==> src/rtl/core/idts_pkg.sv <==
// Shared types and constants for the indentation token scanner.
`default_nettype none

package idts_pkg;

    localparam int CH_W    = 21;
    localparam int QDEPTH  = 4;
    localparam int QPTR_W  = $clog2(QDEPTH);
    localparam int QCNT_W  = $clog2(QDEPTH + 1);
    localparam int TAB_INC = 8;

    localparam logic [CH_W-1:0] CH_NUL   = 21'h000000;
    localparam logic [CH_W-1:0] CH_TAB   = 21'h000009;
    localparam logic [CH_W-1:0] CH_LF    = 21'h00000A;
    localparam logic [CH_W-1:0] CH_FF    = 21'h00000C;
    localparam logic [CH_W-1:0] CH_CR    = 21'h00000D;
    localparam logic [CH_W-1:0] CH_SPACE = 21'h000020;
    localparam logic [CH_W-1:0] CH_HASH  = 21'h000023;
    localparam logic [CH_W-1:0] CH_DASH  = 21'h00002D;
    localparam logic [CH_W-1:0] CH_DOT   = 21'h00002E;
    localparam logic [CH_W-1:0] CH_SLASH = 21'h00002F;
    localparam logic [CH_W-1:0] CH_0     = 21'h000030;
    localparam logic [CH_W-1:0] CH_9     = 21'h000039;
    localparam logic [CH_W-1:0] CH_UA    = 21'h000041;
    localparam logic [CH_W-1:0] CH_UZ    = 21'h00005A;
    localparam logic [CH_W-1:0] CH_LA    = 21'h000061;
    localparam logic [CH_W-1:0] CH_LZ    = 21'h00007A;

    // Character class decided in the front part; end of file is a class of its own.
    typedef enum logic [3:0] {
        CL_OTHER,
        CL_SPACE,
        CL_TAB,
        CL_CRFF,
        CL_LF,
        CL_HASH,
        CL_SLASH,
        CL_RUN,
        CL_NUL,
        CL_EOF
    } cls_t;

    typedef struct packed {
        logic recover;
        logic path;
        logic dedent;
        logic indent;
        logic newline;
    } flags_t;

    typedef struct packed {
        cls_t   cls;
        logic   scan_start;
        flags_t flags;
    } req_t;

    typedef enum logic [1:0] {
        PH_IDLE,
        PH_BLANK,
        PH_COMMENT,
        PH_PATH
    } phase_t;

    typedef enum logic [2:0] {
        TK_SCAN,
        TK_NEWLINE,
        TK_INDENT,
        TK_DEDENT,
        TK_PATH,
        TK_NONE
    } tok_t;

endpackage

`default_nettype wire

==> src/rtl/core/idts_front.sv <==
// Front part: accepts characters and classifies them into queue requests.
`default_nettype none

module idts_front
    import idts_pkg::*;
(
    input  wire logic            char_valid,
    output logic                 char_stall,
    input  wire logic [CH_W-1:0] ch,
    input  wire logic            at_eof,
    input  wire logic            scan_start,
    input  wire logic            newline_ok,
    input  wire logic            indent_ok,
    input  wire logic            dedent_ok,
    input  wire logic            path_ok,
    input  wire logic            recovering,
    input  wire logic            q_full,
    output logic                 q_push,
    output req_t                 q_data
);

    cls_t cls;

    // Classify the lookahead; end of file overrides the character.
    always_comb
    begin
        if (at_eof)
        begin
            cls = CL_EOF;
        end
        else if (ch == CH_SPACE)
        begin
            cls = CL_SPACE;
        end
        else if (ch == CH_TAB)
        begin
            cls = CL_TAB;
        end
        else if (ch == CH_CR || ch == CH_FF)
        begin
            cls = CL_CRFF;
        end
        else if (ch == CH_LF)
        begin
            cls = CL_LF;
        end
        else if (ch == CH_HASH)
        begin
            cls = CL_HASH;
        end
        else if (ch == CH_SLASH)
        begin
            cls = CL_SLASH;
        end
        else if (ch == CH_NUL)
        begin
            cls = CL_NUL;
        end
        else if (ch inside {[CH_0:CH_9], [CH_UA:CH_UZ], [CH_LA:CH_LZ], CH_DOT, CH_DASH})
        begin
            cls = CL_RUN;
        end
        else
        begin
            cls = CL_OTHER;
        end
    end

    assign char_stall = q_full;
    assign q_push     = char_valid && !q_full;

    always_comb
    begin
        q_data.cls            = cls;
        q_data.scan_start     = scan_start;
        q_data.flags.newline  = newline_ok;
        q_data.flags.indent   = indent_ok;
        q_data.flags.dedent   = dedent_ok;
        q_data.flags.path     = path_ok;
        q_data.flags.recover  = recovering;
    end

endmodule

`default_nettype wire

==> src/rtl/core/idts_queue.sv <==
// Short request queue between the front and back parts.
`default_nettype none

module idts_queue
    import idts_pkg::*;
(
    input  wire logic clk,
    input  wire logic rst_n,
    input  wire logic push,
    input  req_t      push_data,
    output logic      full,
    output logic      pop_valid,
    input  wire logic pop,
    output req_t      pop_data
);

    req_t              entry_reg [QDEPTH];
    logic [QPTR_W-1:0] wr_ptr_reg;
    logic [QPTR_W-1:0] wr_ptr_next;
    logic [QPTR_W-1:0] rd_ptr_reg;
    logic [QPTR_W-1:0] rd_ptr_next;
    logic [QCNT_W-1:0] count_reg;
    logic [QCNT_W-1:0] count_next;
    logic              do_pop;

    assign full      = (count_reg == QCNT_W'(QDEPTH));
    assign pop_valid = (count_reg != '0);
    assign do_pop    = pop && pop_valid;
    assign pop_data  = entry_reg[rd_ptr_reg];

    always_comb
    begin
        wr_ptr_next = push   ? wr_ptr_reg + 1'b1 : wr_ptr_reg;
        rd_ptr_next = do_pop ? rd_ptr_reg + 1'b1 : rd_ptr_reg;
        count_next  = count_reg;
        if (push && !do_pop)
        begin
            count_next = count_reg + 1'b1;
        end
        else if (!push && do_pop)
        begin
            count_next = count_reg - 1'b1;
        end
    end

    always_ff @(posedge clk or negedge rst_n)
    begin
        if (!rst_n)
        begin
            wr_ptr_reg <= '0;
            rd_ptr_reg <= '0;
            count_reg  <= '0;
        end
        else
        begin
            wr_ptr_reg <= wr_ptr_next;
            rd_ptr_reg <= rd_ptr_next;
            count_reg  <= count_next;
        end
    end

    always_ff @(posedge clk)
    begin
        if (push)
        begin
            entry_reg[wr_ptr_reg] <= push_data;
        end
    end

endmodule

`default_nettype wire

==> src/rtl/core/idts_back.sv <==
// Back part: scan state, indent stack and the registered result.
`default_nettype none

module idts_back
    import idts_pkg::*;
#(
    parameter int STACK_DEPTH  = 64,
    parameter int INDENT_WIDTH = 16,
    parameter int CNT_W        = $clog2(STACK_DEPTH + 1)
)
(
    input  wire logic              clk,
    input  wire logic              rst_n,
    input  wire logic              q_valid,
    output logic                   q_pop,
    input  req_t                   q_data,
    output logic                   tok_valid,
    input  wire logic              tok_stall,
    output logic [2:0]             token,
    output logic                   consumed,
    output logic                   stack_full,
    output logic [CNT_W-1:0]       nesting_depth
);

    localparam int IDX_W = (STACK_DEPTH > 1) ? $clog2(STACK_DEPTH) : 1;
    localparam logic [INDENT_WIDTH-1:0] IND_MAX = '1;

    // Stack entries below the top live in memory; the top is a register.
    logic [INDENT_WIDTH-1:0] stack_mem [STACK_DEPTH];
    logic [INDENT_WIDTH-1:0] rd_data_reg;
    logic [INDENT_WIDTH-1:0] byp_data_reg;
    logic                    byp_reg;
    logic [INDENT_WIDTH-1:0] below;
    logic [IDX_W-1:0]        wr_idx;
    logic [IDX_W-1:0]        rd_idx;
    logic [CNT_W-1:0]        cnt_m1;
    logic [CNT_W-1:0]        cnt_next_m2;

    phase_t                  phase_reg, phase_next;
    flags_t                  flags_reg, flags_next;
    logic                    le_reg, le_next;
    logic [INDENT_WIDTH-1:0] ind_reg, ind_next;
    logic                    cs_reg, cs_next;
    logic [INDENT_WIDTH-1:0] ci_reg, ci_next;
    logic [CNT_W-1:0]        count_reg, count_next;
    logic [INDENT_WIDTH-1:0] top_reg, top_next;

    logic                    out_valid_reg, out_valid_next;
    tok_t                    tok_reg, tok_next;
    logic                    cons_reg, cons_next;
    logic                    full_reg, full_next;
    logic [CNT_W-1:0]        depth_reg, depth_next;

    // Values after the scan-start step, before the character acts.
    phase_t                  ph_s;
    flags_t                  fl_s;
    logic                    le_s;
    logic [INDENT_WIDTH-1:0] ind_s;
    logic                    cs_s;
    logic [INDENT_WIDTH-1:0] ci_s;

    cls_t                    cls;
    logic                    step;
    logic                    hash_cmt;
    logic                    blank_other;
    logic                    do_dec;
    logic                    dec_le;
    logic [INDENT_WIDTH-1:0] dec_ind;
    logic                    want_ind;
    logic                    want_ded;
    logic                    want_nl;
    logic                    want_run;
    logic                    stk_full;
    logic                    do_push;
    logic                    do_pop;
    logic [INDENT_WIDTH:0]   sum1;
    logic [INDENT_WIDTH:0]   sum8;
    logic [INDENT_WIDTH-1:0] ind_p1;
    logic [INDENT_WIDTH-1:0] ind_p8;

    assign cls   = q_data.cls;
    assign step  = q_valid && (!out_valid_reg || !tok_stall);
    assign q_pop = step;

    always_comb
    begin
        if (q_data.scan_start)
        begin
            fl_s  = q_data.flags;
            le_s  = 1'b0;
            ind_s = '0;
            cs_s  = 1'b0;
            ci_s  = '0;
            ph_s  = q_data.flags.recover ? PH_IDLE : PH_BLANK;
        end
        else
        begin
            fl_s  = flags_reg;
            le_s  = le_reg;
            ind_s = ind_reg;
            cs_s  = cs_reg;
            ci_s  = ci_reg;
            ph_s  = phase_reg;
        end
    end

    assign sum1   = {1'b0, ind_s} + (INDENT_WIDTH + 1)'(1);
    assign sum8   = {1'b0, ind_s} + (INDENT_WIDTH + 1)'(TAB_INC);
    assign ind_p1 = sum1[INDENT_WIDTH] ? IND_MAX : sum1[INDENT_WIDTH-1:0];
    assign ind_p8 = sum8[INDENT_WIDTH] ? IND_MAX : sum8[INDENT_WIDTH-1:0];

    assign below    = byp_reg ? byp_data_reg : rd_data_reg;
    assign stk_full = (count_reg == CNT_W'(STACK_DEPTH));

    // Decision terms shared by the next-state and output logic.
    assign hash_cmt    = (cls == CL_HASH) && (fl_s.newline || fl_s.indent || fl_s.dedent);
    assign blank_other = !(cls inside {CL_EOF, CL_LF, CL_SPACE, CL_CRFF, CL_TAB}) && !hash_cmt;
    assign do_dec      = ((ph_s == PH_COMMENT) && (cls == CL_EOF)) ||
                         ((ph_s == PH_BLANK) && ((cls == CL_EOF) || blank_other));
    assign dec_le      = (cls == CL_EOF) || le_s;
    assign dec_ind     = (cls == CL_EOF) ? '0 : ind_s;
    assign want_ind    = dec_le && fl_s.indent && (dec_ind > top_reg);
    assign want_ded    = dec_le && !want_ind && (fl_s.dedent || !fl_s.newline) &&
                         (dec_ind < top_reg) && (!cs_s || (ci_s < top_reg)) &&
                         (count_reg > CNT_W'(1));
    assign want_nl     = dec_le && !want_ind && !want_ded && fl_s.newline;
    assign want_run    = !want_ind && !want_ded && !want_nl && fl_s.path && (cls == CL_RUN);
    assign do_push     = step && do_dec && want_ind && !stk_full;
    assign do_pop      = step && do_dec && want_ded;

    // Next phase.
    always_comb
    begin
        phase_next = phase_reg;
        if (step)
        begin
            case (ph_s)
                PH_IDLE:
                begin
                    phase_next = PH_IDLE;
                end
                PH_BLANK:
                begin
                    if (do_dec)
                    begin
                        phase_next = want_run ? PH_PATH : PH_IDLE;
                    end
                    else if (hash_cmt)
                    begin
                        phase_next = le_s ? PH_COMMENT : PH_IDLE;
                    end
                    else
                    begin
                        phase_next = PH_BLANK;
                    end
                end
                PH_COMMENT:
                begin
                    if (do_dec)
                    begin
                        phase_next = PH_IDLE;
                    end
                    else if (cls == CL_LF || cls == CL_NUL)
                    begin
                        phase_next = PH_BLANK;
                    end
                    else
                    begin
                        phase_next = PH_COMMENT;
                    end
                end
                PH_PATH:
                begin
                    phase_next = (cls == CL_RUN) ? PH_PATH : PH_IDLE;
                end
                default:
                begin
                    phase_next = PH_IDLE;
                end
            endcase
        end
    end

    // Datapath and result.
    always_comb
    begin
        flags_next     = flags_reg;
        le_next        = le_reg;
        ind_next       = ind_reg;
        cs_next        = cs_reg;
        ci_next        = ci_reg;
        count_next     = count_reg;
        top_next       = top_reg;
        out_valid_next = out_valid_reg && tok_stall;
        tok_next       = tok_reg;
        cons_next      = cons_reg;
        full_next      = full_reg;
        depth_next     = depth_reg;
        if (step)
        begin
            flags_next = fl_s;
            le_next    = le_s;
            ind_next   = ind_s;
            cs_next    = cs_s;
            ci_next    = ci_s;
            tok_next   = (ph_s == PH_IDLE) ? TK_NONE : TK_SCAN;
            cons_next  = 1'b0;
            full_next  = 1'b0;
            case (ph_s)
                PH_BLANK:
                begin
                    case (cls)
                        CL_EOF, CL_LF:
                        begin
                            ind_next = '0;
                            le_next  = 1'b1;
                        end
                        CL_SPACE:
                        begin
                            ind_next = ind_p1;
                        end
                        CL_TAB:
                        begin
                            ind_next = ind_p8;
                        end
                        CL_CRFF:
                        begin
                            ind_next = '0;
                        end
                        default:
                        begin
                            if (hash_cmt)
                            begin
                                if (!le_s)
                                begin
                                    tok_next = TK_NONE;
                                end
                                else if (!cs_s)
                                begin
                                    cs_next = 1'b1;
                                    ci_next = ind_s;
                                end
                            end
                        end
                    endcase
                end
                PH_COMMENT:
                begin
                    if (cls == CL_EOF)
                    begin
                        ind_next = '0;
                        le_next  = 1'b1;
                    end
                    else if (cls == CL_LF || cls == CL_NUL)
                    begin
                        ind_next = '0;
                    end
                end
                PH_PATH:
                begin
                    if (cls == CL_RUN)
                    begin
                        cons_next = 1'b1;
                    end
                    else if (cls == CL_SLASH)
                    begin
                        tok_next = TK_PATH;
                    end
                    else
                    begin
                        tok_next = TK_NONE;
                    end
                end
                default:
                begin
                end
            endcase

            if (do_dec)
            begin
                if (want_ind)
                begin
                    tok_next  = TK_INDENT;
                    full_next = stk_full;
                end
                else if (want_ded)
                begin
                    tok_next = TK_DEDENT;
                end
                else if (want_nl)
                begin
                    tok_next = TK_NEWLINE;
                end
                else if (want_run)
                begin
                    tok_next  = TK_SCAN;
                    cons_next = 1'b1;
                end
                else
                begin
                    tok_next = TK_NONE;
                end
            end

            if (do_push)
            begin
                count_next = count_reg + 1'b1;
                top_next   = dec_ind;
            end
            else if (do_pop)
            begin
                count_next = count_reg - 1'b1;
                top_next   = below;
            end

            depth_next     = count_next - 1'b1;
            out_valid_next = 1'b1;
        end
    end

    // Stack memory: write the old top on a push, read the entry under the next top.
    assign cnt_m1      = count_reg - 1'b1;
    assign cnt_next_m2 = count_next - CNT_W'(2);
    assign wr_idx      = cnt_m1[IDX_W-1:0];
    assign rd_idx      = cnt_next_m2[IDX_W-1:0];

    always_ff @(posedge clk)
    begin
        if (do_push)
        begin
            stack_mem[wr_idx] <= top_reg;
        end
        rd_data_reg  <= stack_mem[rd_idx];
        byp_data_reg <= top_reg;
    end

    always_ff @(posedge clk or negedge rst_n)
    begin
        if (!rst_n)
        begin
            phase_reg     <= PH_IDLE;
            flags_reg     <= '0;
            le_reg        <= 1'b0;
            ind_reg       <= '0;
            cs_reg        <= 1'b0;
            ci_reg        <= '0;
            count_reg     <= CNT_W'(1);
            top_reg       <= '0;
            byp_reg       <= 1'b0;
            out_valid_reg <= 1'b0;
        end
        else
        begin
            phase_reg     <= phase_next;
            flags_reg     <= flags_next;
            le_reg        <= le_next;
            ind_reg       <= ind_next;
            cs_reg        <= cs_next;
            ci_reg        <= ci_next;
            count_reg     <= count_next;
            top_reg       <= top_next;
            byp_reg       <= do_push;
            out_valid_reg <= out_valid_next;
        end
    end

    always_ff @(posedge clk)
    begin
        tok_reg   <= tok_next;
        cons_reg  <= cons_next;
        full_reg  <= full_next;
        depth_reg <= depth_next;
    end

    assign tok_valid     = out_valid_reg;
    assign token         = tok_reg;
    assign consumed      = cons_reg;
    assign stack_full    = full_reg;
    assign nesting_depth = depth_reg;

endmodule

`default_nettype wire

==> src/rtl/core/indent_dedent_token_scanner.sv <==
// Top level of the indentation token scanner: front, request queue and back.
//
// One character request enters per cycle on the char channel while the queue
// has room, and one token result leaves per cycle on the tok channel while
// tok_stall is low. The front part classifies the character (blank, line
// break, comment mark, path character, slash, end of file) in the accepting
// cycle and writes it into a four-entry queue; the back part takes one request
// per cycle from the queue unless a held result stalls, advances the scan,
// updates the indent stack and loads the result register. Every request gives
// exactly one result, loaded when the back part takes the request from the
// queue. The sustained rate is one request per cycle while the tok channel
// does not stall, set by the back part's step (compares against the stack
// top, one push or pop). The top of the indent stack is held in a register
// and the entries below it in a STACK_DEPTH-entry memory whose registered read
// prefetches the entry under the top, with a bypass register after a push, so
// back-to-back pops need no bubble. The memory needs no clearing pass: an
// entry is always written by a push before it can be read. char_stall rises
// when the queue is full; tok_valid holds until the result is taken. The
// acceptance flags are latched on a request with scan_start set and govern
// the whole scan. nesting_depth is the number of indent levels above the base.
`default_nettype none

module indent_dedent_token_scanner
    import idts_pkg::*;
#(
    parameter int STACK_DEPTH  = 64,
    parameter int INDENT_WIDTH = 16
)
(
    input  wire logic                                clk,
    input  wire logic                                rst_n,
    input  wire logic                                char_valid,
    output logic                                     char_stall,
    input  wire logic [20:0]                         ch,
    input  wire logic                                at_eof,
    input  wire logic                                scan_start,
    input  wire logic                                newline_ok,
    input  wire logic                                indent_ok,
    input  wire logic                                dedent_ok,
    input  wire logic                                path_ok,
    input  wire logic                                recovering,
    output logic                                     tok_valid,
    input  wire logic                                tok_stall,
    output logic [2:0]                               token,
    output logic                                     consumed,
    output logic                                     stack_full,
    output logic [$clog2(STACK_DEPTH + 1)-1:0]       nesting_depth
);

    logic q_full;
    logic q_push;
    req_t q_wdata;
    logic q_valid;
    logic q_pop;
    req_t q_rdata;

    // Classify and accept.
    idts_front u_front
    (
        .char_valid (char_valid),
        .char_stall (char_stall),
        .ch         (ch),
        .at_eof     (at_eof),
        .scan_start (scan_start),
        .newline_ok (newline_ok),
        .indent_ok  (indent_ok),
        .dedent_ok  (dedent_ok),
        .path_ok    (path_ok),
        .recovering (recovering),
        .q_full     (q_full),
        .q_push     (q_push),
        .q_data     (q_wdata)
    );

    // Hold requests so front and back stall independently.
    idts_queue u_queue
    (
        .clk       (clk),
        .rst_n     (rst_n),
        .push      (q_push),
        .push_data (q_wdata),
        .full      (q_full),
        .pop_valid (q_valid),
        .pop       (q_pop),
        .pop_data  (q_rdata)
    );

    // Advance the scan and the stack, register the token.
    idts_back #(
        .STACK_DEPTH  (STACK_DEPTH),
        .INDENT_WIDTH (INDENT_WIDTH),
        .CNT_W        ($clog2(STACK_DEPTH + 1))
    ) u_back
    (
        .clk           (clk),
        .rst_n         (rst_n),
        .q_valid       (q_valid),
        .q_pop         (q_pop),
        .q_data        (q_rdata),
        .tok_valid     (tok_valid),
        .tok_stall     (tok_stall),
        .token         (token),
        .consumed      (consumed),
        .stack_full    (stack_full),
        .nesting_depth (nesting_depth)
    );

endmodule

`default_nettype wire

==> config.mk <==
export PLATFORM = sky130hd
export DESIGN_NAME = indent_dedent_token_scanner
export DESIGN_NICKNAME = d
export VERILOG_FILES = /design/src/rtl/core/idts_pkg.sv /design/src/rtl/core/idts_front.sv /design/src/rtl/core/idts_queue.sv /design/src/rtl/core/idts_back.sv /design/src/rtl/core/indent_dedent_token_scanner.sv
export SDC_FILE = /design/constraint.sdc
export NUM_CORES = 2
export LEC_CHECK = 0
export BUFFER_PORTS_ARGS = -buffer_cell sky130_fd_sc_hd__buf_2
export CAP_MARGIN = 10
export CORE_MARGIN = 2
export CORE_UTILIZATION = 40
export CTS_CLUSTER_DIAMETER = 100
export DETAILED_ROUTE_END_ITERATION = 16
export SYNTH_ARGS = -nofsm -noshare
export SYNTH_HDL_FRONTEND = slang
export SYNTH_SLANG_ARGS = --single-unit
==> constraint.sdc <==
create_clock -name clk -period 6.9 [get_ports clk]
set_clock_uncertainty 0.1 [all_clocks]
set_input_delay 0 -clock clk [delete_from_list [all_inputs] [get_ports clk]]
set_output_delay 0 -clock clk [all_outputs]
set_load 0.005 [all_outputs]
==> impl_metrics.json <==
{
  "worstPathArrival_ps": 7090,
  "ys_top_cells_by_area": "edfxtp_1 65%, mux2i_1 4.2%, nand2_1 4.1%",
  "combPwrFrac": 0.283,
  "vdd_drop_max_mv": 0.3060,
  "core_sq_um": 123500,
  "place_area_sq_um": 52850,
  "drive_above_1_share": 0.1524,
  "fmax_mhz": 150.6,
  "hold_viol_final": 0,
  "grt_pass1_vias": 30490,
  "rsz0062_at_grt": "no",
  "slew_headroom": 0.2072,
  "ff_latch_area_sq_um": 34780,
  "cts_tree": "done",
  "slew_violations": 0,
  "fin_crit_ps": 6640,
  "post-route-period-util": 0.9623,
  "synth_cell_type_count": 93,
  "grt_pass1_wl_mm": 211.2,
  "synth.most_common_cell": "edfxtp_1",
  "ctsHtreeMaxLevel": 3,
  "cp_common_cell": "buf_4",
  "vias": 32130,
  "synth.area.mux_share": 0.06554,
  "synth-main-ff-cell": "edfxtp_1",
  "synthCells": 3585,
  "synth-edff-count": 1076,
  "drtAntennaViolNets": 0,
  "final_nets": 3859,
  "switchingPower_mw": 7.352,
  "final.setup.tns_ps": 0,
  "tightestPinTransition_ps": 1181,
  "hp-class": "primary input to async pin",
  "portBuffers": 45,
  "synth_top_family_by_area": "simple AND/OR/NAND/NOR gates",
  "drtPass1Iterations": 6,
  "critPathKind": "flip-flop to flip-flop",
  "synth_common_cells": "1076 x edfxtp_1, 536 x nand2_1, 209 x mux2i_1, 181 x nand3_1, 160 x o21ai_0",
  "gp_congestion": 0.9272,
  "place_ws_ps": -125.5,
  "routedWlPerCell_um": 26.29,
  "synth_area_per_cell_sq_um": 13.85,
  "cp.required_ps": 7350,
  "power.internal_mw": 14.49,
  "dieWidth_um": 356.4,
  "power_density_nw_per_um2": 381.9,
  "finalSetupViolCount": 0,
  "finish.utilization": 0.4632,
  "path_clk_slew_ps": 60,
  "drc": 0,
  "timing.critical_path.cells": "mux4_2 > and4bb_1 > buf_4 > nor2_1 > buf_4 > ha_1 > a211oi_1 > nand2_1 > o31ai_2 > o211ai_1 > or3_1 > a31oi_4 > nand2_4 > inv_16 > buf_4 > mux2_2 > a2111oi_1 > buf_4 > a21oi_1 > o211ai_1 > buf_4 > nand4_1",
  "cp-start-kind": "flip-flop",
  "synth_area_sq_um": 49670,
  "drt_iter0_drc": 3919,
  "dp_hpwl_mm": 88.29,
  "cts.sinks": 1180,
  "cts_max_path_buffers": 3,
  "max_cap_viol_count": 0,
  "status": "finished, final reports clean",
  "multi_input_area_sq_um": 13780,
  "die_h_um": 356.4,
  "design.die.area_sq_um": 127000,
  "clkPwrFrac": 0.294,
  "start_util": 0.4023,
  "slowest_delay_ps": 590,
  "final_area_sq_um": 57190,
  "fillers": 10800,
  "row_count": 129,
  "grtUsageTotal": 0.2247,
  "synth_compound_area_frac": 0.08824,
  "synth_warnings": 0,
  "avgViaCountPerCell": 5.824,
  "syn_nets": 3665,
  "synth-seq-cells": 1180,
  "leakagePower_nw": 19.39,
  "grt_remaining_overflow": 0,
  "syn_to_final_growth_pct": 15.15,
  "cp_slowest_cell": "mux4_2",
  "ys_seq_area_frac": 0.6997,
  "io_pins": 46,
  "synth_xor_area_frac": 0.006146,
  "grt_max_degree": 113,
  "end_kind": "flip-flop",
  "yosys.area_share.simple": 0.1024,
  "whs_ps": 237.6,
  "yosysTopAreaCellShare": 0.6505,
  "pwr-share-seq": 0.424,
  "yosysTopAreaCell": "edfxtp_1",
  "cts_made_buffers": 118,
  "largest_reg_flops": 1024,
  "p_sw_frac": 0.3366,
  "synthAdderAreaFrac": 0.01224,
  "critPathMaxFanout": 54,
  "totalWireLength_mm": 145.0,
  "cts_root_buffer": "clkbuf_16",
  "layout_setup_ws_ps": 260.3,
  "antenna_found_initial": 12,
  "synthArstFlopShare": 0.06102,
  "clock_latency_ps": 750
}
-- power by group through the flow --
stage	logic [mW]	registers (mW)	clock network, mW
after floorplan	3.08	9.67	0
after global placement	5.99	9.39	0
after detailed placement	6.04	9.40	0
after CTS	6.07	9.25	6.50
after global routing	6.55	9.27	6.77
final	6.17	9.26	6.42
-- cells by family after synthesis --
logic type               after synthesis
flip-flops                          1180
AO/OA/AOI/OAI                        656
multiplexers                         291
AND/OR/NAND/NOR                     1105
buffers and inverters                274
adder cells (fa/ha/maj)               48
XOR/XNOR                              31
-- routing by layer --
layer / vias up / routed length [um] / GRT usage
li1: 14140 / - / -
met1: 16240 / 60060 / 0.3121
met2: 1417 / 66970 / 0.3519
met3: 314 / 12100 / 0.04276
met4: 16 / 5784 / 0.08312
met5: - / 102 / 0
-- final cells by class --
class | instances | share of cell area
Antenna cell | 2 | 0.00008750
Clock buffer | 149 | 0.05561
Clock inverter | 69 | 0.01240
Inverter | 46 | 0.003435
Multi-Input combinational cell | 2131 | 0.2409
Sequential cell | 1180 | 0.6080
Tap cell | 1637 | 0.03581
Timing Repair Buffer | 302 | 0.04373
-- worst paths after layout --
kind                                       startpoint                     to  slack [ps]  cells after the start
worst max-delay path            u_queue.rd_ptr_reg[0]  u_back.rd_data_reg[2]         260                     22
worst min-delay path                            rst_n  u_queue.wr_ptr_reg[1]         240                      4
worst max register to register  u_queue.rd_ptr_reg[0]  u_back.rd_data_reg[2]         260                     22
worst min register to register    u_back.phase_reg[1]    u_back.phase_reg[1]         390                      2
max in group asynchronous                       rst_n      u_back.top_reg[4]        5720                      4
min in group clk                           char_valid  u_queue.wr_ptr_reg[0]         240                      4
-- per-stage QoR --
step	power, mW	cells
after floorplan	12.75	3585
after global placement	15.37	5259
after detailed placement	15.44	5259
after CTS	21.82	5509
after global routing	22.59	5514
final	21.84	5516
-- timing repair --
item	in CTS	in global routing
gates cloned	0	0
setup buffers	0	5
hold buffers	32	0
gates resized for setup	1	15
endpoints found under the hold margin	119	0
setup endpoints to repair	5	15
pin swaps	0	1
-- worst max-delay path: cells and delay by family (launching register included) --
kind,cells,cell delay [ps]
and+or+nand+nor,6,1350
buffers and inverters,6,1270
muxes,2,940
AOI/OAI and AO/OA,7,1970
DFF,1,460
adders and majority gates,1,290
-- cell usage in the layout (no fill, tap or decap), types with 41 or more instances in the layout --
cell       instances
a211oi_1          48
a21oi_1          125
and3_1            57
buf_2             44
buf_4            205
clkbuf_16        119
dfrtp_1           54
edfxtp_1        1076
ha_1              47
inv_1             41
mux2_2            61
mux2i_1          209
nand2_1          534
nand3_1          181
nor2_1           122
o21ai_0          160
o22ai_1           71
No activity file was read; power rests on OpenSTA's default activity.
